File: config.mk
export PLATFORM = sky130hd
export DESIGN_NAME = wms_front
export DESIGN_NICKNAME = d
export VERILOG_FILES = /design/src/rtl/wms_pkg.sv /design/src/rtl/wms_front.sv
export SDC_FILE = /design/constraint.sdc
export NUM_CORES = 2
export LEC_CHECK = 0
export ABC_CLOCK_PERIOD_IN_PS = 16400
export BUFFER_PORTS_ARGS = -buffer_cell sky130_fd_sc_hd__clkbuf_2
export CAP_MARGIN = 40
export CORE_UTILIZATION = 60
export DETAILED_ROUTE_END_ITERATION = 10
export PLACE_DENSITY = 0.89
export SLEW_MARGIN = 20
export SYNTH_ARGS = -nofsm -noshare
export SYNTH_HDL_FRONTEND = slang
export SYNTH_SLANG_ARGS = --single-unit
File: constraint.sdc
create_clock -name clk -period 16.4 [get_ports clk]
set_clock_uncertainty 0.15 [all_clocks]
set_input_delay 0 -clock clk [delete_from_list [all_inputs] [get_ports clk]]
set_output_delay 0 -clock clk [all_outputs]
set_load 0.005 [all_outputs]
File: src/rtl/wms_pkg.sv
package wms_pkg;

  // Fixed field widths of the sample and result beats.
  localparam int SAMPLE_W = 24;
  localparam int MEAN_W   = 32;
  localparam int STDEV_W  = 32;

  // Results carry 8 fractional bits; the radicand needs twice as many.
  localparam int FRAC_W      = 8;
  localparam int ROOT_FRAC_W = 2 * FRAC_W;

  // Default window length and depth of the queue between front and back.
  localparam int DEF_WINDOW_DEPTH = 16;
  localparam int QUEUE_DEPTH      = 2;

  typedef logic signed [SAMPLE_W-1:0] sample_t;
  typedef logic signed [MEAN_W-1:0]   mean_t;
  typedef logic        [STDEV_W-1:0]  stdev_t;

  // Status of the queue as seen by the front and the back.
  typedef struct packed {
    logic full;
    logic empty;
  } qstat_t;

endpackage

File: src/rtl/wms_front.sv
module wms_front #(
  parameter  int WINDOW_DEPTH = wms_pkg::DEF_WINDOW_DEPTH,
  localparam int SLOT_W       = $clog2(WINDOW_DEPTH),
  localparam int SUM_W        = wms_pkg::SAMPLE_W + SLOT_W,
  localparam int SQ_W         = 2 * wms_pkg::SAMPLE_W - 1 + SLOT_W
) (
  input  logic                    clk,
  input  logic                    rst_n,
  input  logic                    in_push,
  input  wms_pkg::sample_t        in_sample,
  output logic                    in_full,
  input  wms_pkg::qstat_t         q_stat,
  output logic                    q_push,
  output logic [SUM_W+SQ_W-1:0]   q_din
);
  import wms_pkg::*;

  localparam int PROD_W = 2 * SAMPLE_W;
  localparam int MAG_W  = 2 * SAMPLE_W - 1;

  // Sample ring and one valid bit per slot, so unwritten slots read as zero.
  sample_t                  ring_r [WINDOW_DEPTH];
  logic [WINDOW_DEPTH-1:0]  slot_vld_r;
  sample_t                  old_rd_r;
  logic                     old_vld_r;

  logic                     hold_r;
  sample_t                  smp_r;
  logic [SLOT_W-1:0]        slot_r, slot_nxt;
  logic signed [SUM_W-1:0]  sum_r, sum_nxt;
  logic [SQ_W-1:0]          sumsq_r, sumsq_nxt;

  logic                     accept;
  logic                     retire;
  sample_t                  old_smp;
  logic signed [PROD_W-1:0] sq_new;
  logic signed [PROD_W-1:0] sq_old;

  // A beat is taken when no earlier sample is still held for retiring into the queue.
  assign in_full = hold_r;
  assign accept  = in_push && !hold_r;
  assign retire  = hold_r && !q_stat.full;

  // Running sums: add the new sample and drop the one it overwrites.
  always_comb begin
    old_smp   = old_vld_r ? old_rd_r : '0;
    sq_new    = PROD_W'(smp_r) * PROD_W'(smp_r);
    sq_old    = PROD_W'(old_smp) * PROD_W'(old_smp);
    sum_nxt   = sum_r + SUM_W'(smp_r) - SUM_W'(old_smp);
    sumsq_nxt = sumsq_r + SQ_W'(sq_new[MAG_W-1:0]) - SQ_W'(sq_old[MAG_W-1:0]);
    slot_nxt  = (slot_r == SLOT_W'(WINDOW_DEPTH - 1)) ? '0 : slot_r + SLOT_W'(1);
  end

  assign q_push = retire;
  assign q_din  = {sum_nxt, sumsq_nxt};

  always_ff @(posedge clk) begin
    if (!rst_n) begin
      hold_r     <= 1'b0;
      slot_r     <= '0;
      sum_r      <= '0;
      sumsq_r    <= '0;
      slot_vld_r <= '0;
    end else begin
      if (accept) begin
        hold_r <= 1'b1;
      end else if (retire) begin
        hold_r <= 1'b0;
      end
      if (retire) begin
        slot_r             <= slot_nxt;
        sum_r              <= sum_nxt;
        sumsq_r            <= sumsq_nxt;
        slot_vld_r[slot_r] <= 1'b1;
      end
    end
  end

  // Ring memory: read the slot about to be overwritten, write it on retire.
  always_ff @(posedge clk) begin
    if (accept) begin
      smp_r     <= in_sample;
      old_rd_r  <= ring_r[slot_r];
      old_vld_r <= slot_vld_r[slot_r];
    end
    if (retire) begin
      ring_r[slot_r] <= smp_r;
    end
  end

endmodule

==> flow_summary.toml <==
[clock_tree]
htreeDepth = 2
clock_latency_ns = 0.74
cts_tree = "built"
cts-root-buf = "clkbuf_16"
clock_sinks = 533
cts_buffers = 55
path_clk_slew_ns = 0.07
clock_path_buffers = 3

[flow_run]
cap_violations = 0

[placement]
post-place-ws_ns = 4.79
gp_congestion = 0.989
dp.cells = 7131
io_buffers = 108
dp_hpwl_um = 129000

[finish]
drive_above_1_share_pct = 8.01
final_common_cell = "inv_1"
nFillCells = 7073
utilization_pct = 65.1
syn2layout_area_growth_pct = 7.51
fin_cells = 7294
nets = 7421
layout_common_cells = "inv_1 (1,454), fa_1 (1,167), nand2_1 (525)"

[synthesis]
syn_area_um2 = 62800
seq_area_frac_synth_pct = 23.9
ys_ff_latch = 533
synth_area_per_cell_um2 = 10.9
syn_inst = 5755
yosys.area.top_type = "fa_1"
synthFlopType = "edfxtp_1"
synth-async-reset-ratio_pct = 0
synth_edf_count = 433
yosysWarnings = 0
yosysUniqueCellTypes = 84
synthTopCellsByArea = "fa_1 (37%), edfxtp_1 (21%), inv_1 (8.7%)"
synth_top_area_share_pct = 37.2
syn_nets = 7313

[floorplan]
die_w_um = 325
rows = 118
start_util_pct = 60.6
coreArea_um2 = 104000
num_io_pins = 110
die_h_um = 325
die_area_um2 = 106000

[detailed_routing]
vias = 45519
postRouteAntennaNets = 0
initialDrtViolationCount = 5993
avgViaCountPerCell = 6.24
drt_wl_total_um = 191000
drc = 1
firstDrtPassIters = 11
avgRoutedWirePerCell_um = 26.1

[timing]
rsz0062_at_grt = "false"
finalCritPeriodShare_pct = 76.9
max-slew-margin-rel_pct = 4.79
max_freq_mhz = 79.3
finalSetupViolations = 0
fin_crit_ns = 12.62
setup_slack_ns = 3.78
setup_tns_ns = 0
maxSlewViolCount = 0
worst_pin_slew_ns = 1.42
finalHoldViolCount = 0

[critical_path]
crit_path_end_kind = "primary output"
worstSetupPathType = "reg2out"
timing.critical_path.required_ns = 16.25
cp_data_arrival_time_ns = 12.47
worst_path_most_repeated_cell = "fa_1"
critical_path.slowest_cell = "clkinv_1"
crit_fanout = 35
critPathLaunchType = "flop"
max_stage_delay_ns = 0.76

[global_route]
grt-ovfl-total = 0
track_usage_pct = 36.8
antenna_found_initial = 20
grt_pass1_vias = 49901
grt_max_degree = 75
grt_pass1_wl_um = 290000

[hold_path]
hold_path.class = "in2reg"

[status]
status = "finished with violations"
violations = "design-rule violations"
synth_stat cells (36+ instances only):
library cell	number
nand2_1	525
o21ai_0	66
nand3_1	36
mux4_2	125
ha_1	362
inv_1	1455
and3_1	123
a21o_1	81
xnor2_1	148
dfxtp_1	100
clkbuf_1	179
and2_1	128
a21oi_1	196
nor2_1	193
edfxtp_1	433
fa_1	1167
xor2_1	50
nand2b_1	41
layout make-up:
| class | instances | area (µm²) | area share (%) |
|---|---|---|---|
| Clock inverter | 30 | 383 | 0.567 |
| Tap cell | 1380 | 1730 | 2.56 |
| Sequential cell | 533 | 15000 | 22.2 |
| Clock buffer | 71 | 1460 | 2.16 |
| Antenna cell | 7 | 17.5 | 0.0260 |
| Multi-Input combinational cell | 3566 | 41600 | 61.7 |
| Inverter | 1458 | 5480 | 8.11 |
| Timing Repair Buffer | 249 | 1800 | 2.67 |
final timing paths:
| kind | slack (ns) | cells after the start | end | start |
|---|---|---|---|---|
| max | 3.78 | 33 | q_din[47] | smp_r[0] |
| min | 0.07 | 4 | in_full | q_stat[1] |
| max reg2reg | 4.25 | 35 | sumsq_r[50] | smp_r[0] |
| min reg2reg | 0.31 | 2 | sumsq_r[29] | sumsq_r[29] |
state kept, by name (all words and copies together) (netlist names):
| register | flops |
|---|---|
| sum_r | 28 |
| smp_r | 24 |
| slot_r | 4 |
| in_full | 1 |
| ring_r | 384 |
| sumsq_r | 51 |
| slot_vld_r | 16 |
| old_vld_r | 1 |
| old_rd_r | 24 |
critical path: cells and delay by family (launching register included):
kind	cells	cell delay, ns
flops	1	0.34
xor+xnor	2	0.75
simple gates	2	0.66
fa+ha+maj	10	4.54
compound gates	14	3.74
buf+inv	5	1.70
metrics by stage:
step	instance area (µm²)	hold WS (ns)
2_1_floorplan	62800	-0.0511
3_3_place_gp	64900	0.0271
3_5_place_dp	65100	0.0286
4_1_cts	67400	0.0548
5_1_grt	67500	0.0938
6_report	67500	0.0699
logic make-up after synthesis:
logic type      count (synthesis)  share of synthesized area (%)
fa+ha+maj                    1529                           44.4
simple gates                 1169                           8.72
mux                           132                           4.60
flops                         533                           23.9
buf+inv                      1656                           9.92
compound gates                538                           5.66
xor+xnor                      198                           2.76
what timing repair did:
item / in CTS / in global routing
hold buffers: 51 / 0
gates resized for setup: 0 / 0
endpoints found under the hold margin: 40 / 0
buffers inserted: 0 / 0
per-layer routing:
metal / vias to the layer above / track usage (%) / wire (µm)
met4: 22 / 24.6 / 16600
met1: 22455 / 42.6 / 60500
met5: - / 0.679 / 276
met3: 1216 / 13.1 / 27000
li1: 18127 / - / -
met2: 3699 / 57.7 / 86300
Power is not shown: default switching activity piles up to over one toggle a cycle in this logic, so the estimate is an artifact.
