--- src/rtl/wms_pkg.sv ---
package wms_pkg;

  // Fixed field widths of the sample and result beats.
  localparam int SAMPLE_W = 24;
  localparam int MEAN_W   = 32;
  localparam int STDEV_W  = 32;

  // Results carry 8 fractional bits; the radicand needs twice as many.
  localparam int FRAC_W      = 8;
  localparam int ROOT_FRAC_W = 2 * FRAC_W;

  // Default window length and depth of the queue between front and back.
  localparam int DEF_WINDOW_DEPTH = 16;
  localparam int QUEUE_DEPTH      = 2;

  typedef logic signed [SAMPLE_W-1:0] sample_t;
  typedef logic signed [MEAN_W-1:0]   mean_t;
  typedef logic        [STDEV_W-1:0]  stdev_t;

  // Status of the queue as seen by the front and the back.
  typedef struct packed {
    logic full;
    logic empty;
  } qstat_t;

endpackage

--- src/rtl/wms_queue.sv ---
module wms_queue #(
  parameter int WIDTH = 8
) (
  input  logic             clk,
  input  logic             rst_n,
  input  logic             push,
  input  logic [WIDTH-1:0] din,
  input  logic             pop,
  output logic [WIDTH-1:0] dout,
  output wms_pkg::qstat_t  stat
);
  import wms_pkg::*;

  localparam int PTR_W = (QUEUE_DEPTH > 1) ? $clog2(QUEUE_DEPTH) : 1;
  localparam int CNT_W = $clog2(QUEUE_DEPTH + 1);

  logic [WIDTH-1:0] mem_r [QUEUE_DEPTH];
  logic [PTR_W-1:0] wr_ptr_r, wr_ptr_nxt;
  logic [PTR_W-1:0] rd_ptr_r, rd_ptr_nxt;
  logic [CNT_W-1:0] cnt_r, cnt_nxt;
  logic             do_push;
  logic             do_pop;

  assign do_push = push && !stat.full;
  assign do_pop  = pop && !stat.empty;

  assign stat.full  = (cnt_r == CNT_W'(QUEUE_DEPTH));
  assign stat.empty = (cnt_r == '0);
  assign dout       = mem_r[rd_ptr_r];

  // Pointer and fill count bookkeeping.
  always_comb begin
    wr_ptr_nxt = wr_ptr_r;
    rd_ptr_nxt = rd_ptr_r;
    cnt_nxt    = cnt_r;
    if (do_push) begin
      wr_ptr_nxt = (wr_ptr_r == PTR_W'(QUEUE_DEPTH - 1)) ? '0 : wr_ptr_r + PTR_W'(1);
    end
    if (do_pop) begin
      rd_ptr_nxt = (rd_ptr_r == PTR_W'(QUEUE_DEPTH - 1)) ? '0 : rd_ptr_r + PTR_W'(1);
    end
    if (do_push && !do_pop) begin
      cnt_nxt = cnt_r + CNT_W'(1);
    end else if (do_pop && !do_push) begin
      cnt_nxt = cnt_r - CNT_W'(1);
    end
  end

  always_ff @(posedge clk) begin
    if (!rst_n) begin
      wr_ptr_r <= '0;
      rd_ptr_r <= '0;
      cnt_r    <= '0;
    end else begin
      wr_ptr_r <= wr_ptr_nxt;
      rd_ptr_r <= rd_ptr_nxt;
      cnt_r    <= cnt_nxt;
    end
  end

  // Entry storage needs no reset.
  always_ff @(posedge clk) begin
    if (do_push) begin
      mem_r[wr_ptr_r] <= din;
    end
  end

endmodule

--- config.mk ---
export PLATFORM = sky130hd
export DESIGN_NAME = wms_queue
export DESIGN_NICKNAME = d
export VERILOG_FILES = /design/src/rtl/wms_pkg.sv /design/src/rtl/wms_queue.sv
export SDC_FILE = /design/constraint.sdc
export NUM_CORES = 1
export LEC_CHECK = 0
export BUFFER_PORTS_ARGS = -buffer_cell sky130_fd_sc_hd__buf_4
export CAP_MARGIN = 25
export CORE_ASPECT_RATIO = 0.75
export CORE_MARGIN = 2
export CORE_UTILIZATION = 44
export DETAILED_ROUTE_END_ITERATION = 10
export PLACE_DENSITY = 0.77
export REMOVE_ABC_BUFFERS = 1
export SETUP_SLACK_MARGIN = 0.15
export SLEW_MARGIN = 20
export SYNTH_ARGS = -nofsm -noshare
export SYNTH_HDL_FRONTEND = slang
export SYNTH_SLANG_ARGS = --single-unit
--- constraint.sdc ---
create_clock -name clk -period 1.4 [get_ports clk]
set_input_delay 0.28 -clock clk [delete_from_list [all_inputs] [get_ports clk]]
set_output_delay 0.28 -clock clk [all_outputs]
set_load 0.01 [all_outputs]
==> reports/qor.yml <==
run_status:
  outcome: "finished with violations"
  failed_checks: "negative setup slack"
yosys:
  synth.cell_area_um2: 810
  number_of_synthesized_flops_with_an_enable_pin: 16
  ys_top_cells_by_count: "16 x sky130_fd_sc_hd__edfxtp_1, 8 x sky130_fd_sc_hd__mux2_2, 5 x sky130_fd_sc_hd__dfxtp_1"
  synth_top_cells_by_area: "sky130_fd_sc_hd__edfxtp_1 59%, sky130_fd_sc_hd__dfxtp_1 12%, sky130_fd_sc_hd__mux2_2 11%"
  synth-warning-count: 0
  synth_ff_type: "sky130_fd_sc_hd__edfxtp_1"
  postSynth.asyncResetShare_pct: 0
  synth.largest_area_cell: "sky130_fd_sc_hd__edfxtp_1"
  synth_register_bits: 21
  yosys.cell_types.count: 20
  synth-seq-area-share_pct: 71.7
  synth_area_per_cell_um2: 16.2
  synthesis.instances: 50
  yosys.cell_count.top_type: "sky130_fd_sc_hd__edfxtp_1"
  netlist.area_leader.share_pct: 59.4
critical_path:
  largest_delay_contributor_family_on_the_critical_path: "flip-flops"
  critical_path.endpoint_type: "primary output"
  cp.buffers_inverters: 1
  worstPathArrival_ns: 1.20
  critPathLaunchType: "register"
  worst-endpoint-required_ns: 1.12
  critical_path.slowest_cell: "sky130_fd_sc_hd__dfxtp_4"
  highest_fanout_seen_on_the_critical_path: 8
  path_cells: "mux2_4 > buf_6"
  cpPeakStageDelay_ns: 0.46
  critPathKind: "register to primary output"
layout:
  share_of_layout_cells_above_drive_strength_1_pct: 63.9
  syn2layout_area_growth_pct: 51.5
  design.final.nets: 97
  num_antenna_cells: 0
  layout.cells.non_filler: 105
  final_standard_cell_area_without_fillers_um2: 1230
  post_route_core_utilization_pct: 70.5
floorplan:
  num_rows: 13
  start_util_pct: 46.5
  die_area_um2: 2200
  coreArea_um2: 1740
  floorplan.die.width_um: 53.5
  design.portCount: 22
  floorplan.die.height_um: 41.1
cts:
  clock_tree_from_tritoncts: "yes"
  cts.root.buffer_cell: "sky130_fd_sc_hd__clkbuf_4"
  max-clock-path-buffers: 2
  number_of_buffers_inserted_during_clock_tree_synthesis: 3
  insertion_delay_ns: 0.29
  ctsHtreeMaxLevel: 1
  tritoncts_num_sinks: 21
  cts.clk_slew.worst_paths_ns: 0.10
sta:
  maxClockFrequency_mhz: 678
  hold_ws_ns: 0.165
  worst-slew-pin-transition_ns: 0.199
  setup_viol: 9
  finalHoldViolations: 0
  grt_setup_unrepaired: "yes"
  worst_slew_margin_rel_pct: 86.7
  fin_tns_setup_ns: -0.575
  timing.final.max_slew_violations: 0
  final.period_utilization_pct: 105
  timing.final.ws_setup_ns: -0.0758
  final.setup_skew_ns: 0.00422
  finalCriticalPeriod_ns: 1.48
placed_design:
  postPlaceCellArea_um2: 1030
  place_congestion: 0.842
  dp.cells: 97
  hpwlAfterDp_um: 915
  dp_worst_setup_slack_ns: -0.0214
  port-buffer-count: 21
global_route:
  global_route.overflow_total: 0
  via_count_of_the_first_global_routing_pass: 425
  grt_max_degree: 12
  grt.total_usage_pct: 13.5
  grt_first_pass_wirelength_mm: 1.93
  grt_antenna_before_repair: 0
power:
  pwr-share-clk_pct: 12.2
  total_power_mw: 2.22
  part_of_the_power_in_registers_pct: 41.9
  vdd_ir_drop_max_mv: 1.24
  power.static_leakage_nw: 0.499
  switching_share_pct: 29.1
  netSwitchingPower_mw: 0.645
  power_density_nw_per_um2: 1810
  int_power_mw: 1.57
  combinationalPowerShare_pct: 46.0
route:
  drt_first_pass_iters: 3
  remaining_drc_errors: 0
  dr_vias: 513
  post_drt_via_cell_ratio: 4.89
  drtIter0Drc: 2
  wire_per_inst_um: 14.3
  drt-total-wl_mm: 1.50
  antenna_left: 0
run:
  max_cap_violations: 0
min_path:
  hold_path.class: "input port to register"
==> final timing paths <==
check / from / end / slack (ns) / cells after the start
setup reg to reg: cnt_r[0]$_SDFFE_PN0P_ / cnt_r[1]$_SDFFE_PN0P_ / -0.04 / 7
setup / recovery: register / dout[1] / -0.08 / 2
hold / removal: din[6] / mem_r[1][6]$_DFFE_PP_ / 0.16 / 1
hold reg to reg: cnt_r[1]$_SDFFE_PN0P_ / cnt_r[1]$_SDFFE_PN0P_ / 0.58 / 2
==> metal layers <==
| metal | global-route usage (%) | share of wire, % | vias up |
|---|---|---|---|
| met4 | 1.92 | 0 | 0 |
| met3 | 6.57 | 5.1 | 0 |
| met5 | 0 | 0 | - |
| met1 | 15.4 | 43 | 248 |
| li1 | - | - | 252 |
| met2 | 23.8 | 52 | 13 |
==> layout by cell type, fill, tap and decap left out, types with 2 or more instances in the layout <==
cell type,netlist,final
sky130_fd_sc_hd__dfxtp_4,0,2
sky130_fd_sc_hd__clkbuf_4,0,3
sky130_fd_sc_hd__buf_6,0,14
sky130_fd_sc_hd__dfxtp_1,5,2
sky130_fd_sc_hd__mux2_4,0,8
sky130_fd_sc_hd__and2_1,3,3
sky130_fd_sc_hd__buf_4,0,16
sky130_fd_sc_hd__edfxtp_1,16,16
==> kinds of logic (layout without fill, tap and decap cells) <==
kind of cell,count (synthesis),count (layout),synth area share (%)
and+or+nand+nor,9,9,6.80
muxes,8,8,11.1
xor gates and xnor gates,3,3,3.25
AOI/OAI and AO/OA,5,5,4.02
DFF,21,21,71.7
adders and majority gates,1,1,1.55
buffers and inverters,3,36,1.54
==> worst reg2reg max path: stages, from the launching register on <==
cell,delay [ns]
sky130_fd_sc_hd__dfxtp_2,0.35
sky130_fd_sc_hd__nand2b_4,0.15
sky130_fd_sc_hd__inv_4,0.07
sky130_fd_sc_hd__nor2_4,0.04
sky130_fd_sc_hd__ha_4,0.15
sky130_fd_sc_hd__xor2_1,0.14
sky130_fd_sc_hd__or3_1,0.32
sky130_fd_sc_hd__a21boi_1,0.15
==> power groups by stage <==
stage                     sequential [mW]  combinational [mW]  clock [mW]
final                               0.927                1.02       0.270
after floorplan                     0.871               0.365           0
after global routing                0.942                1.10       0.314
after CTS                           0.910               0.884       0.282
after detailed placement            0.887               0.683           0
after global placement              0.880               0.667           0
==> registers in the layout, summed over array words and instances (netlist names), named ones only <==
register,cells
mem_r,16
cnt_r,2
rd_ptr_r,1
wr_ptr_r,1
==> layout make-up <==
type,count,area (µm²)
clock buffers,4,26.3
fillers,118,514
inverters,2,10.0
multi-input cells,26,295
flip-flops and latches,21,589
well taps,22,27.5
repair buffers,30,278
==> repair_timing <==
action,in CTS,in global routing
buffers inserted,1,2
pin swaps,3,3
hold buffers,0,0
resized for setup,27,11
endpoints found under the setup margin,28,20
cloned,0,1
No activity file was read; power rests on OpenSTA's default activity.
