==> src/rtl/wms_pkg.sv <==
package wms_pkg;

  // Fixed field widths of the sample and result beats.
  localparam int SAMPLE_W = 24;
  localparam int MEAN_W   = 32;
  localparam int STDEV_W  = 32;

  // Results carry 8 fractional bits; the radicand needs twice as many.
  localparam int FRAC_W      = 8;
  localparam int ROOT_FRAC_W = 2 * FRAC_W;

  // Default window length and depth of the queue between front and back.
  localparam int DEF_WINDOW_DEPTH = 16;
  localparam int QUEUE_DEPTH      = 2;

  typedef logic signed [SAMPLE_W-1:0] sample_t;
  typedef logic signed [MEAN_W-1:0]   mean_t;
  typedef logic        [STDEV_W-1:0]  stdev_t;

  // Status of the queue as seen by the front and the back.
  typedef struct packed {
    logic full;
    logic empty;
  } qstat_t;

endpackage

==> src/rtl/wms_sqrt.sv <==
module wms_sqrt #(
  parameter int ROOT_W = 36
) (
  input  logic                  clk,
  input  logic                  rst_n,
  input  logic                  start,
  input  logic [2*ROOT_W-1:0]   radicand,
  output logic                  busy,
  output logic [ROOT_W-1:0]     root
);

  localparam int REM_W = ROOT_W + 1;
  localparam int CUR_W = ROOT_W + 3;
  localparam int CNT_W = $clog2(ROOT_W + 1);

  logic [2*ROOT_W-1:0] rad_r;
  logic [REM_W-1:0]    rem_r;
  logic [ROOT_W-1:0]   root_r;
  logic [CNT_W-1:0]    cnt_r;
  logic                busy_r;

  logic [CUR_W-1:0]    cur;
  logic [CUR_W-1:0]    trial;
  logic                fits;
  logic [CUR_W-1:0]    diff;

  assign busy = busy_r;
  assign root = root_r;

  // One result bit per cycle: bring down two radicand bits, try 4*root+1.
  always_comb begin
    cur   = {rem_r, rad_r[2*ROOT_W-1 -: 2]};
    trial = CUR_W'({root_r, 2'b01});
    fits  = (cur >= trial);
    diff  = cur - trial;
  end

  always_ff @(posedge clk) begin
    if (!rst_n) begin
      busy_r <= 1'b0;
      cnt_r  <= '0;
    end else if (start) begin
      busy_r <= 1'b1;
      cnt_r  <= CNT_W'(ROOT_W);
    end else if (busy_r) begin
      cnt_r <= cnt_r - CNT_W'(1);
      if (cnt_r == CNT_W'(1)) begin
        busy_r <= 1'b0;
      end
    end
  end

  always_ff @(posedge clk) begin
    if (start) begin
      rad_r  <= radicand;
      rem_r  <= '0;
      root_r <= '0;
    end else if (busy_r) begin
      rad_r  <= {rad_r[2*ROOT_W-3:0], 2'b00};
      rem_r  <= fits ? diff[REM_W-1:0] : cur[REM_W-1:0];
      root_r <= {root_r[ROOT_W-2:0], fits};
    end
  end

endmodule

==> src/rtl/wms_div.sv <==
module wms_div #(
  parameter int DIVISOR = 16,
  parameter int WIDTH   = 36
) (
  input  logic             clk,
  input  logic             rst_n,
  input  logic             start,
  input  logic [WIDTH-1:0] dividend,
  output logic             busy,
  output logic [WIDTH-1:0] quot,
  output logic             rem_nz
);

  localparam int  DV_W    = $clog2(DIVISOR);
  localparam bit  IS_POW2 = (DIVISOR == (1 << DV_W));
  localparam int  CNT_W   = $clog2(WIDTH + 1);

  logic             busy_r;
  logic [WIDTH-1:0] quot_r;

  assign busy = busy_r;
  assign quot = quot_r;

  if (IS_POW2) begin : g_shift
    logic nz_r;

    assign rem_nz = nz_r;

    // Power-of-two window: the quotient is a shift, the remainder a mask.
    always_ff @(posedge clk) begin
      if (!rst_n) begin
        busy_r <= 1'b0;
      end else begin
        busy_r <= start;
      end
    end

    always_ff @(posedge clk) begin
      if (start) begin
        quot_r <= dividend >> DV_W;
        nz_r   <= |dividend[DV_W-1:0];
      end
    end
  end else begin : g_recip
    localparam int CH_W = 16;
    localparam int NCH  = (WIDTH + CH_W - 1) / CH_W;
    localparam int X_W  = NCH * CH_W;
    localparam int S_W  = WIDTH + DV_W;
    localparam int M_W  = WIDTH + 2;
    localparam int PP_W = CH_W + M_W;
    localparam int P_W  = 2 * WIDTH + DV_W + 2;
    localparam logic [M_W-1:0] RECIP =
      M_W'(((64'd1 << S_W) / 64'(DIVISOR)) + 64'd1);

    logic [X_W-1:0]   x_r;
    logic [P_W-1:0]   acc_r;
    logic [CNT_W-1:0] cnt_r;
    logic             nz_r;
    logic [PP_W-1:0]  part;
    logic [P_W-1:0]   acc_nxt;

    assign rem_nz = nz_r;

    // Multiply by the rounded-up reciprocal of N, one 16-bit slice of the
    // dividend per cycle, most significant slice first.
    always_comb begin
      part    = PP_W'(x_r[X_W-1 -: CH_W]) * PP_W'(RECIP);
      acc_nxt = (acc_r << CH_W) + P_W'(part);
    end

    always_ff @(posedge clk) begin
      if (!rst_n) begin
        busy_r <= 1'b0;
        cnt_r  <= '0;
      end else if (start) begin
        busy_r <= 1'b1;
        cnt_r  <= CNT_W'(NCH);
      end else if (busy_r) begin
        cnt_r <= cnt_r - CNT_W'(1);
        if (cnt_r == CNT_W'(1)) begin
          busy_r <= 1'b0;
        end
      end
    end

    // The quotient sits from bit S_W of the product up. The remainder is
    // nonzero exactly when the bits below reach the reciprocal.
    always_ff @(posedge clk) begin
      if (start) begin
        x_r   <= X_W'(dividend);
        acc_r <= '0;
      end else if (busy_r) begin
        x_r   <= x_r << CH_W;
        acc_r <= acc_nxt;
        if (cnt_r == CNT_W'(1)) begin
          quot_r <= acc_nxt[S_W +: WIDTH];
          nz_r   <= (acc_nxt[S_W-1:0] >= S_W'(RECIP));
        end
      end
    end
  end

endmodule

==> src/rtl/wms_back.sv <==
module wms_back #(
  parameter  int WINDOW_DEPTH = wms_pkg::DEF_WINDOW_DEPTH,
  localparam int SLOT_W       = $clog2(WINDOW_DEPTH),
  localparam int SUM_W        = wms_pkg::SAMPLE_W + SLOT_W,
  localparam int SQ_W         = 2 * wms_pkg::SAMPLE_W - 1 + SLOT_W
) (
  input  logic                  clk,
  input  logic                  rst_n,
  input  wms_pkg::qstat_t       q_stat,
  input  logic [SUM_W+SQ_W-1:0] q_dout,
  output logic                  q_pop,
  input  logic                  out_pop,
  output logic                  out_empty,
  output wms_pkg::mean_t        out_mean_q8,
  output wms_pkg::stdev_t       out_stdev_q8
);
  import wms_pkg::*;

  localparam int D_W    = 2 * SUM_W;
  localparam int ROOT_W = SUM_W + FRAC_W;

  typedef enum logic [5:0] {
    S_IDLE = 6'b000001,
    S_SQR  = 6'b000010,
    S_DIFF = 6'b000100,
    S_ROOT = 6'b001000,
    S_DIV  = 6'b010000,
    S_FIN  = 6'b100000
  } state_t;

  state_t                  state_r, state_nxt;
  logic                    out_vld_r, out_vld_nxt;
  mean_t                   mean_r;
  stdev_t                  stdev_r;

  logic signed [SUM_W-1:0] head_sum;
  logic [SQ_W-1:0]         head_sumsq;
  logic [SUM_W-1:0]        abs_r;
  logic                    neg_r;
  logic [SQ_W-1:0]         sumsq_r;
  logic [D_W-1:0]          sq_r;
  logic [D_W-1:0]          nsq_r;
  logic [D_W-1:0]          disp;

  logic                    load;
  logic                    sqrt_start;
  logic                    rdiv_start;
  logic                    emit;
  logic                    sqrt_busy;
  logic [ROOT_W-1:0]       root;
  logic                    mdiv_busy;
  logic [ROOT_W-1:0]       mdiv_q;
  logic                    mdiv_nz;
  logic                    rdiv_busy;
  logic [ROOT_W-1:0]       rdiv_q;
  logic                    rdiv_nz;
  logic [ROOT_W-1:0]       mean_mag;
  logic [ROOT_W-1:0]       mean_full;

  assign {head_sum, head_sumsq} = q_dout;
  assign disp = nsq_r - sq_r;

  // Sequencer: load sums, square, form N*sumsq - sum^2, root, divide, emit.
  always_comb begin
    state_nxt  = state_r;
    load       = 1'b0;
    sqrt_start = 1'b0;
    rdiv_start = 1'b0;
    emit       = 1'b0;
    unique case (state_r)
      S_IDLE: begin
        if (!q_stat.empty) begin
          load      = 1'b1;
          state_nxt = S_SQR;
        end
      end
      S_SQR: begin
        state_nxt = S_DIFF;
      end
      S_DIFF: begin
        sqrt_start = 1'b1;
        state_nxt  = S_ROOT;
      end
      S_ROOT: begin
        if (!sqrt_busy) begin
          rdiv_start = 1'b1;
          state_nxt  = S_DIV;
        end
      end
      S_DIV: begin
        if (!rdiv_busy && !mdiv_busy) begin
          state_nxt = S_FIN;
        end
      end
      S_FIN: begin
        if (!out_vld_r || out_pop) begin
          emit      = 1'b1;
          state_nxt = S_IDLE;
        end
      end
      default: begin
        state_nxt = S_IDLE;
      end
    endcase
  end

  assign q_pop = load;

  // Output register holds one result beat until it is popped.
  always_comb begin
    out_vld_nxt = out_vld_r;
    if (emit) begin
      out_vld_nxt = 1'b1;
    end else if (out_pop && out_vld_r) begin
      out_vld_nxt = 1'b0;
    end
  end

  always_ff @(posedge clk) begin
    if (!rst_n) begin
      state_r   <= S_IDLE;
      out_vld_r <= 1'b0;
    end else begin
      state_r   <= state_nxt;
      out_vld_r <= out_vld_nxt;
    end
  end

  // Operand registers: magnitude of the sum, then the two wide products.
  always_ff @(posedge clk) begin
    if (load) begin
      neg_r   <= head_sum[SUM_W-1];
      abs_r   <= head_sum[SUM_W-1] ? SUM_W'(-head_sum) : SUM_W'(head_sum);
      sumsq_r <= head_sumsq;
    end
    if (state_r == S_SQR) begin
      sq_r  <= D_W'(abs_r) * D_W'(abs_r);
      nsq_r <= D_W'(sumsq_r) * D_W'(WINDOW_DEPTH);
    end
  end

  wms_sqrt #(
    .ROOT_W (ROOT_W)
  ) u_sqrt (
    .clk      (clk),
    .rst_n    (rst_n),
    .start    (sqrt_start),
    .radicand ({disp, ROOT_FRAC_W'(0)}),
    .busy     (sqrt_busy),
    .root     (root)
  );

  // The mean divide runs alongside the root.
  wms_div #(
    .DIVISOR (WINDOW_DEPTH),
    .WIDTH   (ROOT_W)
  ) u_mean_div (
    .clk      (clk),
    .rst_n    (rst_n),
    .start    (sqrt_start),
    .dividend ({abs_r, FRAC_W'(0)}),
    .busy     (mdiv_busy),
    .quot     (mdiv_q),
    .rem_nz   (mdiv_nz)
  );

  wms_div #(
    .DIVISOR (WINDOW_DEPTH),
    .WIDTH   (ROOT_W)
  ) u_root_div (
    .clk      (clk),
    .rst_n    (rst_n),
    .start    (rdiv_start),
    .dividend (root),
    .busy     (rdiv_busy),
    .quot     (rdiv_q),
    .rem_nz   (rdiv_nz)
  );

  // A negative mean rounds away from zero in magnitude to floor it.
  always_comb begin
    mean_mag  = mdiv_q + ROOT_W'(mdiv_nz);
    mean_full = neg_r ? (~mean_mag + ROOT_W'(1)) : mdiv_q;
  end

  always_ff @(posedge clk) begin
    if (emit) begin
      mean_r  <= mean_t'(mean_full[MEAN_W-1:0]);
      stdev_r <= stdev_t'(rdiv_q[STDEV_W-1:0]);
    end
  end

  assign out_empty    = !out_vld_r;
  assign out_mean_q8  = mean_r;
  assign out_stdev_q8 = stdev_r;

endmodule

==> config.mk <==
export PLATFORM = sky130hd
export DESIGN_NAME = wms_back
export DESIGN_NICKNAME = d
export VERILOG_FILES = /design/src/rtl/wms_pkg.sv /design/src/rtl/wms_sqrt.sv /design/src/rtl/wms_div.sv /design/src/rtl/wms_back.sv
export SDC_FILE = /design/constraint.sdc
export NUM_CORES = 2
export LEC_CHECK = 0
export ABC_AREA = 1
export ABC_CLOCK_PERIOD_IN_PS = 11400
export BUFFER_PORTS_ARGS = -buffer_cell sky130_fd_sc_hd__buf_2
export CAP_MARGIN = 10
export CORE_MARGIN = 4
export CORE_UTILIZATION = 41
export DETAILED_ROUTE_END_ITERATION = 10
export SLEW_MARGIN = 20
export SYNTH_ARGS = -nofsm -noshare
export SYNTH_HDL_FRONTEND = slang
export SYNTH_SLANG_ARGS = --single-unit
export TNS_END_PERCENT = 50
==> constraint.sdc <==
create_clock -name clk -period 11.4 [get_ports clk]
set_input_delay 2.28 -clock clk [delete_from_list [all_inputs] [get_ports clk]]
set_output_delay 2.28 -clock clk [all_outputs]
set_load 0.005 [all_outputs]
==> impl_metrics.ini <==
[cells_and_area]
final_nets = 6673
regArea_mm2 = 0.0126
drive_above_1_share_pct = 4.85
multiInputGateArea_mm2 = 0.0280
nFillCells = 11230
fin_area_mm2 = 0.0505
areaGrowthSynthToFinish_pct = 8.36
antenna-diode-count = 0

[critical_path]
slowest_stage = edfxtp_1
reg2reg_from = abs_r[9]
endpoint_kind = flop
critPathLaunchType = flop
path_class = reg -> reg
cp_data_required_time_ps = 11730
path_common_cell = fa_1
regToRegSetupSlack_ps = 4180
crit_path_max_incr_delay_ps = 670
critPathBufInv = 6
path_cells = buf_4, nand2_1, fa_1, inv_1, fa_1, inv_1, fa_1, fa_1, fa_1, inv_1, fa_1, inv_1, fa_1, inv_1, ha_1, nand2_1, nor2_1, nand2_1, nor3_1, a21oi_1, or2_2, nand3_1, nand2_1
crit_arrival_ps = 7550
cp_max_fo = 18
reg2reg_depth = 23
cp_top_family = adder cells
crit_cells = 23
rr_endpoint = sq_r[54]

[timing]
setup_ws_ps = 4180
period_needed_ps = 7220
slew_violations = 0
period_share_pct = 63.3
setup_viol = 0
rsz0062_at_grt = false
maxSlewHeadroom_pct = 28.9
setup-tns-final_ps = 0
hold_violations = 0
max_slew.worst_pin.slew_ps = 1060
skew_ps = 34.0
max_clock_freq_ghz = 0.138

[logic_synthesis]
ys_ff_latch = 450
synth-edff-count = 361
synth_top_area_share_pct = 25.8
yosysSeqAreaShare_pct = 27.1
yosys_warnings = 0
synth_cells = 5571
syn_avg_cell_area_um2 = 8.37
async_reset_ff_share_pct = 0
synth.area.top_cells = fa_1, edfxtp_1, inv_1, nand2_1, ha_1
synth_largest_area_cell = fa_1
yosysMostFrequentCell = inv_1
ys.flop_type = edfxtp_1
synth.distinct_cells = 48
syn-cell-area_mm2 = 0.0466
synthTopCellsByCount = inv_1, nand2_1, fa_1

[drt]
remaining_drc_errors = 0
drt_iter0_drc = 1982
wl_per_cell_um = 16.6
vias = 34916
drt_first_pass_iters = 6
wl_mm = 120
via_per_inst = 4.84
ant_nets = 0

[outcome]
status = finished, final reports clean

[place]
port_buffers = 144
dpl-instance-area_mm2 = 0.0491
routabilityCongestion = 0.935
dp_worst_setup_slack_ps = 4140
dp_hpwl_mm = 97.7

[grt]
grt_pass1_vias = 36677
grt_max_degree = 89
grtUsageTotal_pct = 20.2
grt_antenna_before_repair = 2
grt_pass1_wl_mm = 193
grt-ovfl-total = 0

[clock_network]
htree_num_levels = 2
clkLatencyLatePin_ps = 610
cts.sinks = 450
cts.hold.buffers_added = 0
clk_path_buf_depth = 3
cts_tree = done
cts_resized = 0
cts-buffers-inserted = 46
path_clk_slew_ps = 70
cts_setup_buffers = 0
cts-root-buf = clkbuf_16

[min_path]
hold_path_class = reg -> reg
hold_path_end = out_stdev_q8[26]
hold_depth = 0
min_from = u_root_div.quot[26]

[die]
design.core.area_mm2 = 0.113
die_area_mm2 = 0.119
die_w_um = 345
die_h_um = 345
start_util_pct = 41.4
row_count = 123
pin_count = 150

[job]
drv_cap = 0
==> worst max path at each step <==
stage	startpoint	end	slack [ps]
2_1_floorplan	q_stat[0]	q_pop	3460
3_3_place_gp	abs_r[9]	sq_r[45]	4200
3_5_place_dp	abs_r[9]	sq_r[37]	4140
4_1_cts	abs_r[9]	sq_r[37]	4120
5_1_grt	abs_r[9]	sq_r[54]	3810
6_report	abs_r[9]	sq_r[54]	4180
==> sequential cells by signal (all words and copies together), names as in the netlist, 6 cells and up <==
signal           cells
sq_r                55
u_sqrt.rad_r        55
nsq_r               51
sumsq_r             51
u_sqrt.rem_r        37
u_sqrt.root         36
out_stdev_q8        32
u_root_div.quot     32
abs_r               28
out_mean_q8         28
u_mean_div.quot     28
state_r              6
u_sqrt.cnt_r         6
==> through the flow <==
step,hold WS [ps],util (%),cells
after global placement,401,43.5,7128
final,389,44.8,7212
after detailed placement,405,43.5,7128
after CTS,391,44.8,7212
after floorplan,400,-,5574
after global routing,388,44.8,7212
==> metal layers <==
metal | vias up | routed length [µm] | GRT usage (%)
met5 | - | 21 | 0
met4 | 4 | 3550 | 6.20
met3 | 193 | 5480 | 2.45
met2 | 727 | 59100 | 35.6
met1 | 16933 | 51300 | 25.9
li1 | 17059 | - | -
==> logic make-up after synthesis <==
logic type | count (synthesis) | share of synthesized area [%]
simple gates | 1967 | 17.1
buf+inv | 1616 | 13.1
fa+ha+maj | 913 | 34.2
compound gates | 470 | 5.71
flops | 450 | 27.1
xor+xnor | 153 | 2.87
other cells | 1 | 0.00804
mux | 1 | 0.0241
==> final cells by class <==
cell class / count / share of cell area, %
multi-input cells: 3508 / 55.3
flip-flops and latches: 450 / 25.0
inverters: 1485 / 11.0
well taps: 1500 / 3.71
clock buffers: 58 / 2.45
repair buffers: 185 / 2.04
clock inverters: 26 / 0.461
==> cell usage in the layout (no fill, tap or decap), types with 62 or more instances in the layout <==
cell	synthesis	layout
nand2_1	1250	1250
xor2_1	91	91
nand3_1	186	186
edfxtp_1	361	361
o21ai_0	149	149
ha_1	312	312
nor2_1	390	387
inv_1	1475	1475
fa_1	601	601
a21oi_1	189	189
buf_2	12	144
xnor2_1	62	62
dfxtp_1	89	89
Power is left out: the tool's default activity adds up to more than one toggle a clock period on the data nets, which glitch-free logic cannot reach.
